`src/rtl/rls_pkg.sv`:
```
// shared constants and types of the run length statistics unit
// no dependencies
package rls_pkg;

  localparam int COUNT_BITS_DEF    = 16;
  localparam int FRACTION_BITS_DEF = 8;

  localparam int TEXT_W    = 8;
  localparam int CFG_W     = 8;
  localparam int CFG_IDX_W = 1;
  localparam int TOTAL_W   = 16;
  localparam int LONG_W    = 16;
  localparam int STAT_W    = 24;

  localparam logic [CFG_IDX_W-1:0] REG_SEARCH = 1'b0;
  localparam logic [CFG_IDX_W-1:0] REG_BREAK  = 1'b1;

  localparam logic [CFG_W-1:0]  SEARCH_RST = 8'd1;
  localparam logic [CFG_W-1:0]  BREAK_RST  = 8'd32;
  localparam logic [TEXT_W-1:0] END_BYTE   = 8'd0;

  localparam int QUEUE_DEPTH = 2;

  // quotient width for the variance; values at or above 2^(ROOT_W-1) saturate
  localparam int ROOT_W = 57;

  typedef enum logic [6:0] {
    ST_IDLE = 7'b0000001,
    ST_MUL  = 7'b0000010,
    ST_SUB  = 7'b0000100,
    ST_MDIV = 7'b0001000,
    ST_DDIV = 7'b0010000,
    ST_SQRT = 7'b0100000,
    ST_DONE = 7'b1000000
  } back_state_t;

endpackage

```
`src/rtl/run_length_statistics_unit.sv`:
```
// throughput: one text byte per cycle unless the request queue is full; one string end per
//   back-part pass, with a two-entry request queue absorbing short strings
// reset: synchronous active low; clears accumulators, queue and output valid,
//   search register to 1 and break register to 32
module run_length_statistics_unit #(
  parameter int COUNT_BITS    = rls_pkg::COUNT_BITS_DEF,
  parameter int FRACTION_BITS = rls_pkg::FRACTION_BITS_DEF
) (
  input  logic                          clk,
  input  logic                          rst_n,
  input  logic                          cfg_we,
  input  logic [rls_pkg::CFG_IDX_W-1:0] cfg_index,
  input  logic [rls_pkg::CFG_W-1:0]     cfg_wdata,
  input  logic                          in_valid,
  output logic                          in_ready,
  input  logic [rls_pkg::TEXT_W-1:0]    in_text_byte,
  output logic                          out_valid,
  input  logic                          out_ready,
  output logic [rls_pkg::TOTAL_W-1:0]   out_run_total,
  output logic [rls_pkg::LONG_W-1:0]    out_longest_run,
  output logic [rls_pkg::STAT_W-1:0]    out_mean_q8,
  output logic [rls_pkg::STAT_W-1:0]    out_deviation_q8,
  output logic                          out_overflowed
);
  import rls_pkg::*;

  localparam int SW = 5*COUNT_BITS + 1;

  logic          push_valid, push_ready, pop_valid, pop_ready;
  logic [SW-1:0] push_data, pop_data;

  rls_front #(.COUNT_BITS(COUNT_BITS)) u_front (
    .clk          (clk),
    .rst_n        (rst_n),
    .cfg_we       (cfg_we),
    .cfg_index    (cfg_index),
    .cfg_wdata    (cfg_wdata),
    .in_valid     (in_valid),
    .in_ready     (in_ready),
    .in_text_byte (in_text_byte),
    .push_valid   (push_valid),
    .push_ready   (push_ready),
    .push_data    (push_data)
  );

  rls_fifo #(.WIDTH(SW), .DEPTH(QUEUE_DEPTH)) u_fifo (
    .clk        (clk),
    .rst_n      (rst_n),
    .push_valid (push_valid),
    .push_ready (push_ready),
    .push_data  (push_data),
    .pop_valid  (pop_valid),
    .pop_ready  (pop_ready),
    .pop_data   (pop_data)
  );

  rls_back #(.COUNT_BITS(COUNT_BITS), .FRACTION_BITS(FRACTION_BITS)) u_back (
    .clk              (clk),
    .rst_n            (rst_n),
    .pop_valid        (pop_valid),
    .pop_ready        (pop_ready),
    .pop_data         (pop_data),
    .out_valid        (out_valid),
    .out_ready        (out_ready),
    .out_run_total    (out_run_total),
    .out_longest_run  (out_longest_run),
    .out_mean_q8      (out_mean_q8),
    .out_deviation_q8 (out_deviation_q8),
    .out_overflowed   (out_overflowed)
  );
endmodule

```
`src/rtl/rls_fifo.sv`:
```
// small request queue between the front and back parts
// depends on nothing but its parameters
module rls_fifo #(
  parameter int WIDTH = 81,
  parameter int DEPTH = 2
) (
  input  logic             clk,
  input  logic             rst_n,
  input  logic             push_valid,
  output logic             push_ready,
  input  logic [WIDTH-1:0] push_data,
  output logic             pop_valid,
  input  logic             pop_ready,
  output logic [WIDTH-1:0] pop_data
);
  localparam int PW = (DEPTH > 1) ? $clog2(DEPTH) : 1;
  localparam int NW = $clog2(DEPTH + 1);

  logic [WIDTH-1:0] mem_r [DEPTH];
  logic [PW-1:0]    wr_ptr_r, rd_ptr_r;
  logic [NW-1:0]    count_r;
  logic             do_push, do_pop;

  assign push_ready = (count_r != NW'(DEPTH));
  assign pop_valid  = (count_r != '0);
  assign pop_data   = mem_r[rd_ptr_r];
  assign do_push    = push_valid && push_ready;
  assign do_pop     = pop_valid && pop_ready;

  always_ff @(posedge clk) begin
    if (do_push) begin
      mem_r[wr_ptr_r] <= push_data;
    end
  end

  always_ff @(posedge clk) begin
    if (!rst_n) begin
      wr_ptr_r <= '0;
      rd_ptr_r <= '0;
      count_r  <= '0;
    end else begin
      if (do_push) begin
        wr_ptr_r <= (wr_ptr_r == PW'(DEPTH - 1)) ? '0 : wr_ptr_r + PW'(1);
      end
      if (do_pop) begin
        rd_ptr_r <= (rd_ptr_r == PW'(DEPTH - 1)) ? '0 : rd_ptr_r + PW'(1);
      end
      if (do_push && !do_pop) begin
        count_r <= count_r + NW'(1);
      end else if (do_pop && !do_push) begin
        count_r <= count_r - NW'(1);
      end
    end
  end
endmodule

```
`src/rtl/rls_front.sv`:
```
// front part: configuration registers and per-byte run accumulation
// depends on rls_pkg; pushes one snapshot request per string end
module rls_front #(
  parameter int COUNT_BITS = rls_pkg::COUNT_BITS_DEF
) (
  input  logic                          clk,
  input  logic                          rst_n,
  input  logic                          cfg_we,
  input  logic [rls_pkg::CFG_IDX_W-1:0] cfg_index,
  input  logic [rls_pkg::CFG_W-1:0]     cfg_wdata,
  input  logic                          in_valid,
  output logic                          in_ready,
  input  logic [rls_pkg::TEXT_W-1:0]    in_text_byte,
  output logic                          push_valid,
  input  logic                          push_ready,
  output logic [5*COUNT_BITS:0]         push_data
);
  import rls_pkg::*;

  localparam int C = COUNT_BITS;

  logic [CFG_W-1:0] search_r, break_r;
  logic [C-1:0]     cur_r, cur_nxt, n_r, n_nxt, s_r, s_nxt, mx_r, mx_nxt;
  logic [2*C-1:0]   sq_r, sq_nxt, cur_sq;
  logic             sat_r, sat_nxt;
  logic [C:0]       cur_inc, n_inc, s_add;
  logic [2*C:0]     sq_add;
  logic             acc, is_end, hit, close;

  always_comb begin
    acc     = in_valid && in_ready;
    is_end  = (in_text_byte == END_BYTE);
    hit     = !is_end && (in_text_byte == search_r);
    close   = !hit && (is_end || (in_text_byte == break_r));
    cur_inc = {1'b0, cur_r} + (C+1)'(1);
    n_inc   = {1'b0, n_r} + (C+1)'(1);
    s_add   = {1'b0, s_r} + {1'b0, cur_r};
    cur_sq  = cur_r * cur_r;
    sq_add  = {1'b0, sq_r} + {1'b0, cur_sq};
    cur_nxt = cur_r;
    n_nxt   = n_r;
    s_nxt   = s_r;
    sq_nxt  = sq_r;
    mx_nxt  = mx_r;
    sat_nxt = sat_r;
    if (hit) begin
      cur_nxt = cur_inc[C] ? '1 : cur_inc[C-1:0];
      sat_nxt = sat_r | cur_inc[C];
    end else if (close) begin
      n_nxt   = n_inc[C] ? '1 : n_inc[C-1:0];
      s_nxt   = s_add[C] ? '1 : s_add[C-1:0];
      sq_nxt  = sq_add[2*C] ? '1 : sq_add[2*C-1:0];
      mx_nxt  = (cur_r > mx_r) ? cur_r : mx_r;
      sat_nxt = sat_r | n_inc[C] | s_add[C] | sq_add[2*C];
      cur_nxt = '0;
    end
  end

  assign in_ready   = push_ready;
  assign push_valid = acc && is_end;
  assign push_data  = {sat_nxt, mx_nxt, sq_nxt, s_nxt, n_nxt};

  always_ff @(posedge clk) begin
    if (!rst_n) begin
      search_r <= SEARCH_RST;
      break_r  <= BREAK_RST;
      cur_r    <= '0;
      n_r      <= '0;
      s_r      <= '0;
      sq_r     <= '0;
      mx_r     <= '0;
      sat_r    <= 1'b0;
    end else begin
      if (cfg_we) begin
        case (cfg_index)
          REG_SEARCH: search_r <= cfg_wdata;
          REG_BREAK:  break_r  <= cfg_wdata;
          default: ;
        endcase
      end
      if (acc) begin
        if (is_end) begin
          cur_r <= '0;
          n_r   <= '0;
          s_r   <= '0;
          sq_r  <= '0;
          mx_r  <= '0;
          sat_r <= 1'b0;
        end else begin
          cur_r <= cur_nxt;
          n_r   <= n_nxt;
          s_r   <= s_nxt;
          sq_r  <= sq_nxt;
          mx_r  <= mx_nxt;
          sat_r <= sat_nxt;
        end
      end
    end
  end
endmodule

```
`src/rtl/rls_back.sv`:
```
// back part: mean division, variance division and square root per request
// depends on rls_pkg; one shared multiplier, two bit-serial dividers and a bit-serial root
module rls_back #(
  parameter int COUNT_BITS    = rls_pkg::COUNT_BITS_DEF,
  parameter int FRACTION_BITS = rls_pkg::FRACTION_BITS_DEF
) (
  input  logic                        clk,
  input  logic                        rst_n,
  input  logic                        pop_valid,
  output logic                        pop_ready,
  input  logic [5*COUNT_BITS:0]       pop_data,
  output logic                        out_valid,
  input  logic                        out_ready,
  output logic [rls_pkg::TOTAL_W-1:0] out_run_total,
  output logic [rls_pkg::LONG_W-1:0]  out_longest_run,
  output logic [rls_pkg::STAT_W-1:0]  out_mean_q8,
  output logic [rls_pkg::STAT_W-1:0]  out_deviation_q8,
  output logic                        out_overflowed
);
  import rls_pkg::*;

  localparam int C  = COUNT_BITS;
  localparam int F  = FRACTION_BITS;
  localparam int MW = C + F;
  localparam int DW = 3*C + 2*F;
  localparam int QW = ROOT_W;
  localparam int CW = $clog2(DW + 1);

  back_state_t     state_r;
  logic [CW-1:0]   cnt_r;
  logic [C-1:0]    n_r, s_r, mx_r;
  logic [2*C-1:0]  sq_r, s2_r, d_r, prod;
  logic            sat_r, dz_r;
  logic [3*C-1:0]  nsq_r;
  logic [C-1:0]    mul_a, mul_b;
  logic [MW-1:0]   md_r, mq_r, mq_fin;
  logic [C-1:0]    mrem_r;
  logic [C:0]      msh, mrem_n;
  logic            mge;
  logic [DW-1:0]   dd_r;
  logic [2*C-1:0]  drem_r;
  logic [2*C:0]    dsh, drem_n;
  logic            dge, qovf_fin;
  logic [QW-1:0]   q_r, q_fin, v_r, res_r, bit_r, sq_t, res_n;
  logic            qovf_r, sge;
  logic [STAT_W-1:0] dev_r;
  logic            load;
  logic [31:0]     n32, mx32;
  logic [63:0]     mq64;

  always_comb begin
    mul_a = (cnt_r == CW'(2)) ? s_r : n_r;
    case (cnt_r[1:0])
      2'd0:    mul_b = sq_r[C-1:0];
      2'd1:    mul_b = sq_r[2*C-1:C];
      2'd2:    mul_b = s_r;
      default: mul_b = n_r - C'(1);
    endcase
    prod = mul_a * mul_b;

    msh    = {mrem_r, md_r[MW-1]};
    mge    = (msh >= {1'b0, n_r});
    mrem_n = mge ? msh - {1'b0, n_r} : msh;
    mq_fin = {mq_r[MW-2:0], mge};

    dsh      = {drem_r, dd_r[DW-1]};
    dge      = (dsh >= {1'b0, d_r});
    drem_n   = dge ? dsh - {1'b0, d_r} : dsh;
    q_fin    = {q_r[QW-2:0], dge};
    qovf_fin = qovf_r | q_r[QW-1] | q_r[QW-2];

    sq_t  = res_r + bit_r;
    sge   = (v_r >= sq_t);
    res_n = sge ? (res_r >> 1) + bit_r : (res_r >> 1);

    load = (state_r == ST_DONE) && (!out_valid || out_ready);
    n32  = 32'(n_r);
    mx32 = 32'(mx_r);
    mq64 = 64'(mq_r);
  end

  assign pop_ready = (state_r == ST_IDLE);

  always_ff @(posedge clk) begin
    if (!rst_n) begin
      state_r   <= ST_IDLE;
      cnt_r     <= '0;
      out_valid <= 1'b0;
    end else begin
      if (load) begin
        out_valid <= 1'b1;
      end else if (out_ready) begin
        out_valid <= 1'b0;
      end
      case (state_r)
        ST_IDLE: begin
          if (pop_valid) begin
            {sat_r, mx_r, sq_r, s_r, n_r} <= pop_data;
            cnt_r   <= '0;
            state_r <= ST_MUL;
          end
        end
        ST_MUL: begin
          case (cnt_r[1:0])
            2'd0:    nsq_r <= (3*C)'(prod);
            2'd1:    nsq_r <= nsq_r + ((3*C)'(prod) << C);
            2'd2:    s2_r  <= prod;
            default: d_r   <= prod;
          endcase
          cnt_r <= cnt_r + CW'(1);
          if (cnt_r == CW'(3)) begin
            state_r <= ST_SUB;
          end
        end
        ST_SUB: begin
          dz_r    <= (n_r < C'(2)) || (nsq_r < (3*C)'(s2_r));
          dd_r    <= DW'(nsq_r - (3*C)'(s2_r)) << (2*F);
          md_r    <= MW'(s_r) << F;
          mrem_r  <= '0;
          mq_r    <= '0;
          drem_r  <= '0;
          q_r     <= '0;
          qovf_r  <= 1'b0;
          cnt_r   <= '0;
          state_r <= ST_MDIV;
        end
        ST_MDIV: begin
          mrem_r <= mrem_n[C-1:0];
          mq_r   <= mq_fin;
          md_r   <= md_r << 1;
          cnt_r  <= cnt_r + CW'(1);
          if (cnt_r == CW'(MW - 1)) begin
            cnt_r <= '0;
            if (dz_r) begin
              dev_r   <= '0;
              state_r <= ST_DONE;
            end else begin
              state_r <= ST_DDIV;
            end
          end
        end
        ST_DDIV: begin
          drem_r <= drem_n[2*C-1:0];
          q_r    <= q_fin;
          qovf_r <= qovf_r | q_r[QW-1];
          dd_r   <= dd_r << 1;
          cnt_r  <= cnt_r + CW'(1);
          if (cnt_r == CW'(DW - 1)) begin
            cnt_r <= '0;
            v_r   <= q_fin;
            res_r <= '0;
            bit_r <= QW'(1) << (QW - 1);
            if (qovf_fin) begin
              dev_r   <= '1;
              state_r <= ST_DONE;
            end else begin
              state_r <= ST_SQRT;
            end
          end
        end
        ST_SQRT: begin
          if (sge) begin
            v_r <= v_r - sq_t;
          end
          res_r <= res_n;
          bit_r <= bit_r >> 2;
          if (bit_r == QW'(1)) begin
            dev_r   <= (res_n[QW-1:STAT_W] != '0) ? '1 : res_n[STAT_W-1:0];
            state_r <= ST_DONE;
          end
        end
        ST_DONE: begin
          if (load) begin
            state_r <= ST_IDLE;
          end
        end
        default: state_r <= ST_IDLE;
      endcase
    end
  end

  always_ff @(posedge clk) begin
    if (load) begin
      out_run_total    <= (n32 > 32'hFFFF) ? '1 : n32[TOTAL_W-1:0];
      out_longest_run  <= (mx32 > 32'hFFFF) ? '1 : mx32[LONG_W-1:0];
      out_mean_q8      <= (mq64 > 64'hFF_FFFF) ? '1 : mq64[STAT_W-1:0];
      out_deviation_q8 <= dev_r;
      out_overflowed   <= sat_r;
    end
  end
endmodule

```
`config.mk`:
```
export PLATFORM = sky130hd
export DESIGN_NAME = run_length_statistics_unit
export DESIGN_NICKNAME = d
export VERILOG_FILES = /design/src/rtl/rls_pkg.sv /design/src/rtl/run_length_statistics_unit.sv /design/src/rtl/rls_fifo.sv /design/src/rtl/rls_front.sv /design/src/rtl/rls_back.sv
export SDC_FILE = /design/constraint.sdc
export NUM_CORES = 2
export LEC_CHECK = 0
export CAP_MARGIN = 10
export CORE_ASPECT_RATIO = 1.75
export CORE_MARGIN = 1
export CORE_UTILIZATION = 35
export DETAILED_ROUTE_END_ITERATION = 8
export DONT_BUFFER_PORTS = 1
export GPL_TIMING_DRIVEN = 0
export HOLD_SLACK_MARGIN = 0.06
export PLACE_DENSITY = 0.52
export SETUP_SLACK_MARGIN = 0.3
export SLEW_MARGIN = 10
export SYNTH_ARGS = -nofsm -noshare
export SYNTH_HDL_FRONTEND = slang
export SYNTH_SLANG_ARGS = --single-unit
```
`constraint.sdc`:
```
create_clock -name clk -period 20.3 [get_ports clk]
set_clock_uncertainty 0.05 [all_clocks]
set_input_delay 3.045 -clock clk [delete_from_list [all_inputs] [get_ports clk]]
set_output_delay 3.045 -clock clk [all_outputs]
set_load 0.02 [all_outputs]
```
* Word level (Yosys, flattened, before mapping)
Memories as Yosys holds them, arrays and structs flattened. A register that Yosys moved wholly into a read port is not among the register bits.
Index checks and enable logic that the tools add are counted.
** Word-level totals
- Bits in registers :: 739
- RAM bits :: 162
- Input bits :: 22
- Output and inout bits :: 83
- Word-level logic and storage cells :: 214
- Memories kept :: 1
** Cells by class
- Add/subtract/negate cells :: 17
- Multiply operators :: 2
- Magnitude comparators :: 9
- Equality and inequality tests :: 26
- Mux-type cells :: 71
- Bitwise gates (word level) :: 8
- Reductions and logical operators :: 46
** Memories
- u_fifo.mem_r :: depth 2, width 81, read ports 1, clocked after Yosys merged registers in 1, wr ports 1, RTL line rls_fifo.sv:19 : logic [WIDTH-1:0] mem_r [DEPTH];
** Operators with widths (number)
- one-hot mux 57 bit (2 select lines) :: 4
- 2-to-1 mux 16 bit :: 18
- 2-to-1 mux 57 bit :: 5
- 2-to-1 mux 32 bit :: 5
- 2-to-1 mux 24 bit :: 6
- one-hot mux 64 bit (2 select lines) :: 1
- one-hot mux 24 bit (2 select lines) :: 2
- one-hot mux 48 bit (2 select lines) :: 1
- 2-to-1 mux 7 bit :: 11
- one-hot mux 24 bit (3 select lines) :: 1
- multiplier 16 x 16 -> 32 bit :: 2
- one-hot mux 32 bit (2 select lines) :: 1
- adder 56 x 57 -> 57 bit :: 1
- adder 57 bit :: 1
- == test 57 x 1 -> 1 bit, second input constant :: 1
- greater-or-equal comparator 57 bit :: 1
- subtractor 57 bit :: 1
- one-hot mux 7 bit (7 select lines) :: 1
- adder 48 bit :: 1
- < comparator 48 x 32 -> 1 bit :: 1
- one-hot mux 16 bit (3 select lines) :: 1
- subtractor 48 x 32 -> 48 bit :: 1
- one-hot mux 7 bit (5 select lines) :: 1
- adder 16 x 1 -> 17 bit, second input constant :: 2
- 48 further kinds :: 109

* Depth between registers and ports, before layout
- Word-level depth :: 8
- Gate-level depth with buffers :: 43
- Mapped depth without buffers :: 41

* Modules after synthesis
A second synthesis with hierarchy kept.
** Second synthesis, totals
- Cell total of the unflattened synthesis :: 6856
- Area total of the unflattened synthesis :: 68471.9 um^2
** Modules (own cells, without submodules)
- rls_back :: times used 1, cells each 4637, area an instance 46679.8 um^2, seq. area each 19398.6 um^2
- rls_front :: times used 1, cells each 1943, area an instance 15707.6 um^2, seq. area each 2262.2 um^2
- rls_fifo :: times used 1, cells each 276, area an instance 6084.6 um^2, seq. area each 4964.8 um^2

* Least setup slack after synthesis
Ideal clock, no wire load.
- Path type :: input -> register
- Start point :: in rst_n
- End point :: reg u_back.v_r[0], enable pin
- Setup time :: 559 ps
- Arrival time :: 11198 ps
- Data required time :: 19691 ps
- Setup slack :: 8493 ps
- Stages :: 3
- Buffers on the path :: 0
- Cells stage by stage :: clkinv_1 -> nor2_1 -> a21boi_0
** On the way
- Cells in the longest elaborated chain, start to end :: 1
** RTL lines
- start, declared :: RTL line run_length_statistics_unit.sv:10 : input logic rst_n,
- AND reduction 4 bit (no line)
- end signal, assigned :: RTL line rls_back.sv:150 : v_r <= q_fin;
- end signal, assigned :: RTL line rls_back.sv:163 : v_r <= v_r - sq_t;
- end, declared :: RTL line rls_back.sv:44 : logic [QW-1:0] q_r, q_fin, v_r, res_r, bit_r, sq_t, res_n;
Every way passes these cells.
A chain may end at the register's enable or synchronous reset.

* Worst setup path after layout
- Start point :: reg u_back.n_r[3]
- End point :: reg u_back.nsq_r[47], data pin
** On the way
- Cells in the longest elaborated chain, start to end :: 5
** RTL lines
- start, declared :: RTL line rls_back.sv:31 : logic [C-1:0] n_r, s_r, mx_r;
- start signal, assigned :: RTL line rls_back.sv:98 : {sat_r, mx_r, sq_r, s_r, n_r} <= pop_data;
- subtractor 16 x 1 -> 16 bit :: RTL line rls_back.sv:57 : default: mul_b = n_r - C'(1);
- one-hot mux 16 bit (3 select lines) :: RTL line rls_back.sv:53 : case (cnt_r[1:0])
- multiplier 16 x 16 -> 32 bit * :: RTL line rls_back.sv:59 : prod = mul_a * mul_b;
- via u_back.prod[13] :: RTL line rls_back.sv:32 : logic [2*C-1:0] sq_r, s2_r, d_r, prod;
- adder 48 bit * :: RTL line rls_back.sv:106 : 2'd1: nsq_r <= nsq_r + ((3*C)'(prod) << C);
- one-hot mux 48 bit (2 select lines) * :: RTL line rls_back.sv:104 : case (cnt_r[1:0])
- end signal, assigned :: RTL line rls_back.sv:105 : 2'd0: nsq_r <= (3*C)'(prod);
- end signal, assigned :: RTL line rls_back.sv:106
- end, declared :: RTL line rls_back.sv:34 : logic [3*C-1:0] nsq_r;
The timed path passes the listed nets; every way through them passes the cells marked *.

==> impl_metrics.json <==
{
  "drt_iter0_markers": 2939,
  "hold_path_end": "u_back.out_longest_run[5]$_DFFE_PP_",
  "grt_remaining_overflow": 0,
  "cts.sinks": 930,
  "yosysSeqAreaShare": 0.397,
  "status": "complete, no violations",
  "dp.final_hpwl_um": 174000,
  "post-cts-setup-buffer-count": 0,
  "r2r_setup_slack_ns": 8.31,
  "syn2layout_area_growth_pct": 10.4,
  "rows": 212,
  "fin_cells": 9262,
  "place_inst": 9091,
  "dieArea_um2": 193000,
  "viasPerCell": 5.34,
  "grt_pass1_vias": 52300,
  "fin_nets": 7619,
  "gp_congestion": 0.960,
  "start_util": 0.352,
  "drive_gt1_frac": 0.0612,
  "die_w_um": 333,
  "yosys_warnings": 0,
  "arrival_ns": 12.37,
  "period_share": 0.591,
  "required_ns": 20.68,
  "n_fill_cell": 18900,
  "dr.pass1.iters": 6,
  "max_slew_margin": 0.121,
  "cp_slowest_stage_delay_ns": 0.86,
  "reg2regPathDepth": 36,
  "root_buffer": "clkbuf_16",
  "worstMarginPinSlew_ns": 1.31,
  "clk_latency_ns": 0.73,
  "min-delay-start": "u_back.mx_r[5]$_DFFE_PP_",
  "final-hold-violation-count": 0,
  "setup_ws_ns": 8.31,
  "vias": 49400,
  "r2r-end": "u_back.nsq_r[47]$_SDFFCE_PP0P_",
  "setup_tns_ns": 0,
  "hold_depth": 0,
  "grt.total_usage": 0.221,
  "rr_startpoint": "u_back.n_r[3]$_DFFE_PP_",
  "maxCapViolations": 0,
  "rsz0062_at_grt": "false",
  "die_h_um": 581,
  "async_flop_share": 0,
  "synthCells": 6592,
  "synth_edf_count": 798,
  "drtAntennaViolNets": 0,
  "syn_area_per_cell_um2": 10.2,
  "syn_nets": 7486,
  "drt-total-wl_um": 215000,
  "synth.cell_area_um2": 67100,
  "endpoint_kind": "register",
  "grt_max_degree": 44,
  "post_cts_resized": 0,
  "finalMaxSlewViolations": 0,
  "synth_cell_type_count": 98,
  "coreArea_um2": 190000,
  "min-delay-path-class": "register to register",
  "cts_buffers": 93,
  "portBuffers": 0,
  "ys_ff_latch": 930,
  "start_kind": "register",
  "max_freq_mhz": 83.4,
  "holdBufCountCts": 0,
  "drc": 0,
  "pre_cts_ws_ns": 8.32,
  "cp_slowest_cell": "mux2i_1",
  "antenna_found_initial": 2,
  "critical_path_peak_fanout": 10,
  "fin_crit_ns": 11.99,
  "ctsHtreeMaxLevel": 3,
  "synth_ff_type": "edfxtp_1",
  "clk_pin_slew_ns": 0.06,
  "path_class": "register to register",
  "wl_per_cell_um": 23.2,
  "clk_path_buf_depth": 3,
  "tritoncts": "built",
  "timing.hold.ws_ns": 0.367,
  "grt_pass1_wl_um": 321000,
  "setup_viol": 0,
  "num_io_pins": 105
}
-- stage by stage --
step | cell area (um^2) | util
global placement | 70200 | 0.368
detailed placement | 71000 | 0.373
global route | 74000 | 0.389
CTS | 74000 | 0.389
floorplan | 67100 | -
finish | 74000 | 0.389
-- area by class of cell --
| type | instances | area [um^2] | share of cell area |
|---|---|---|---|
| clock inverter | 57 | 642 | 0.00867 |
| antenna | 2 | 5.00 | 0.0000676 |
| multi-input combinational | 4688 | 36900 | 0.499 |
| buffer | 262 | 1010 | 0.0136 |
| timing repair buffer | 38 | 684 | 0.00925 |
| tap | 2461 | 3080 | 0.0416 |
| clock buffer | 112 | 2420 | 0.0327 |
| inverter | 712 | 2670 | 0.0361 |
| sequential | 930 | 26600 | 0.359 |
-- layout by cell type, fill, tap and decap left out, drive strengths merged, types with 66 or more instances in the layout --
cell type | netlist | layout
mux2 | 127 | 127
xor2 | 158 | 158
dfxtp | 132 | 132
o21ai | 308 | 308
fa | 395 | 395
xnor2 | 201 | 201
edfxtp | 798 | 798
inv | 710 | 719
and2 | 218 | 218
a21o | 106 | 106
buf | 28 | 66
nand4 | 67 | 67
nor3 | 99 | 99
nand2 | 647 | 647
ha | 477 | 477
a31oi | 100 | 100
clkbuf | 234 | 346
nand3 | 100 | 100
a21oi | 357 | 357
nor2 | 544 | 544
-- synth_stat cells (14+ instances only) --
library cell	count	area, um^2
or3_1	35	219
fa_1	395	7910
a21o_1	106	796
nand4_1	65	407
inv_1	710	2670
and3_1	49	307
o21bai_1	34	255
buf_1	17	63.8
nand2b_1	47	294
a41oi_2	20	325
clkbuf_1	234	878
o21a_1	48	360
o211ai_1	19	143
nor2_1	543	2040
o21ai_1	15	75.1
o21ai_0	292	1460
a31o_2	22	193
mux2_2	127	1430
nor4_1	35	219
nor2b_1	51	319
a22oi_1	44	330
a31oi_1	99	619
nand2_1	646	2420
nor3_1	98	490
nand3_1	100	500
o31ai_1	31	233
a21oi_1	357	1790
xnor2_1	201	1760
edfxtp_1	798	24000
ha_1	477	5970
or2_2	14	87.6
xor2_1	158	1380
and2_1	217	1360
a211oi_1	39	293
a21boi_0	18	135
a22o_1	32	280
dfxtp_1	132	2640
mux2i_1	57	571
-- how the worst max path moves through the flow --
stage                                             from                        endpoint  slack [ns]  cells after the start
after floorplan                                  rst_n         u_back.v_r[0]$_DFFE_PP_        8.49                      3
after global placement                           rst_n        u_back.v_r[44]$_DFFE_PP_        3.56                      3
after detailed placement       u_back.n_r[3]$_DFFE_PP_  u_back.nsq_r[47]$_SDFFCE_PP0P_        8.32                     36
after CTS                      u_back.n_r[3]$_DFFE_PP_  u_back.nsq_r[47]$_SDFFCE_PP0P_        8.28                     36
after global routing      u_back.cnt_r[0]$_SDFFE_PN0P_  u_back.nsq_r[47]$_SDFFCE_PP0P_        7.54                     37
final                          u_back.n_r[3]$_DFFE_PP_  u_back.nsq_r[47]$_SDFFCE_PP0P_        8.31                     36
-- worst max-delay path, delay by kind of cell (launching register included) --
kind	cells	cell delay (ns)
multiplexers	1	0.86
AO/OA/AOI/OAI	10	2.51
buffers and inverters	5	1.01
flip-flops	1	0.49
XOR/XNOR	3	1.02
adder cells (fa/ha/maj)	8	3.32
AND/OR/NAND/NOR	9	2.40
-- registers in the layout, summed over array words and instances, names as in the netlist, 24 cells and up --
name and count:
u_back.bit_r 29, u_back.d_r 32, u_back.dd_r 48, u_back.dev_r 24, u_back.drem_r 32, u_back.mq_r 24
u_back.nsq_r 48, u_back.out_deviation_q8 24, u_back.out_mean_q8 24, u_back.q_r 57, u_back.res_r 57, u_back.s2_r 32
u_back.sq_r 32, u_back.v_r 57, u_fifo.mem_r 162, u_front.sq_r 32
-- routing by layer --
metal / up-vias / wire length [um] / global-route usage
met5: - / 0 / 0
met4: 0 / 15200 / 0.141
met3: 515 / 6380 / 0.0225
met2: 1038 / 120000 / 0.440
met1: 24700 / 73600 / 0.213
li1: 23200 / - / -
-- cell families after synthesis --
logic type | share of synthesized area
AO/OA/AOI/OAI | 0.127
AND/OR/NAND/NOR | 0.138
XOR/XNOR | 0.0469
adder cells (fa/ha/maj) | 0.207
flip-flops | 0.397
buffers and inverters | 0.0549
multiplexers | 0.0298
Power is not shown: default switching activity piles up to over one toggle a cycle in this logic, so the estimate is an artifact.
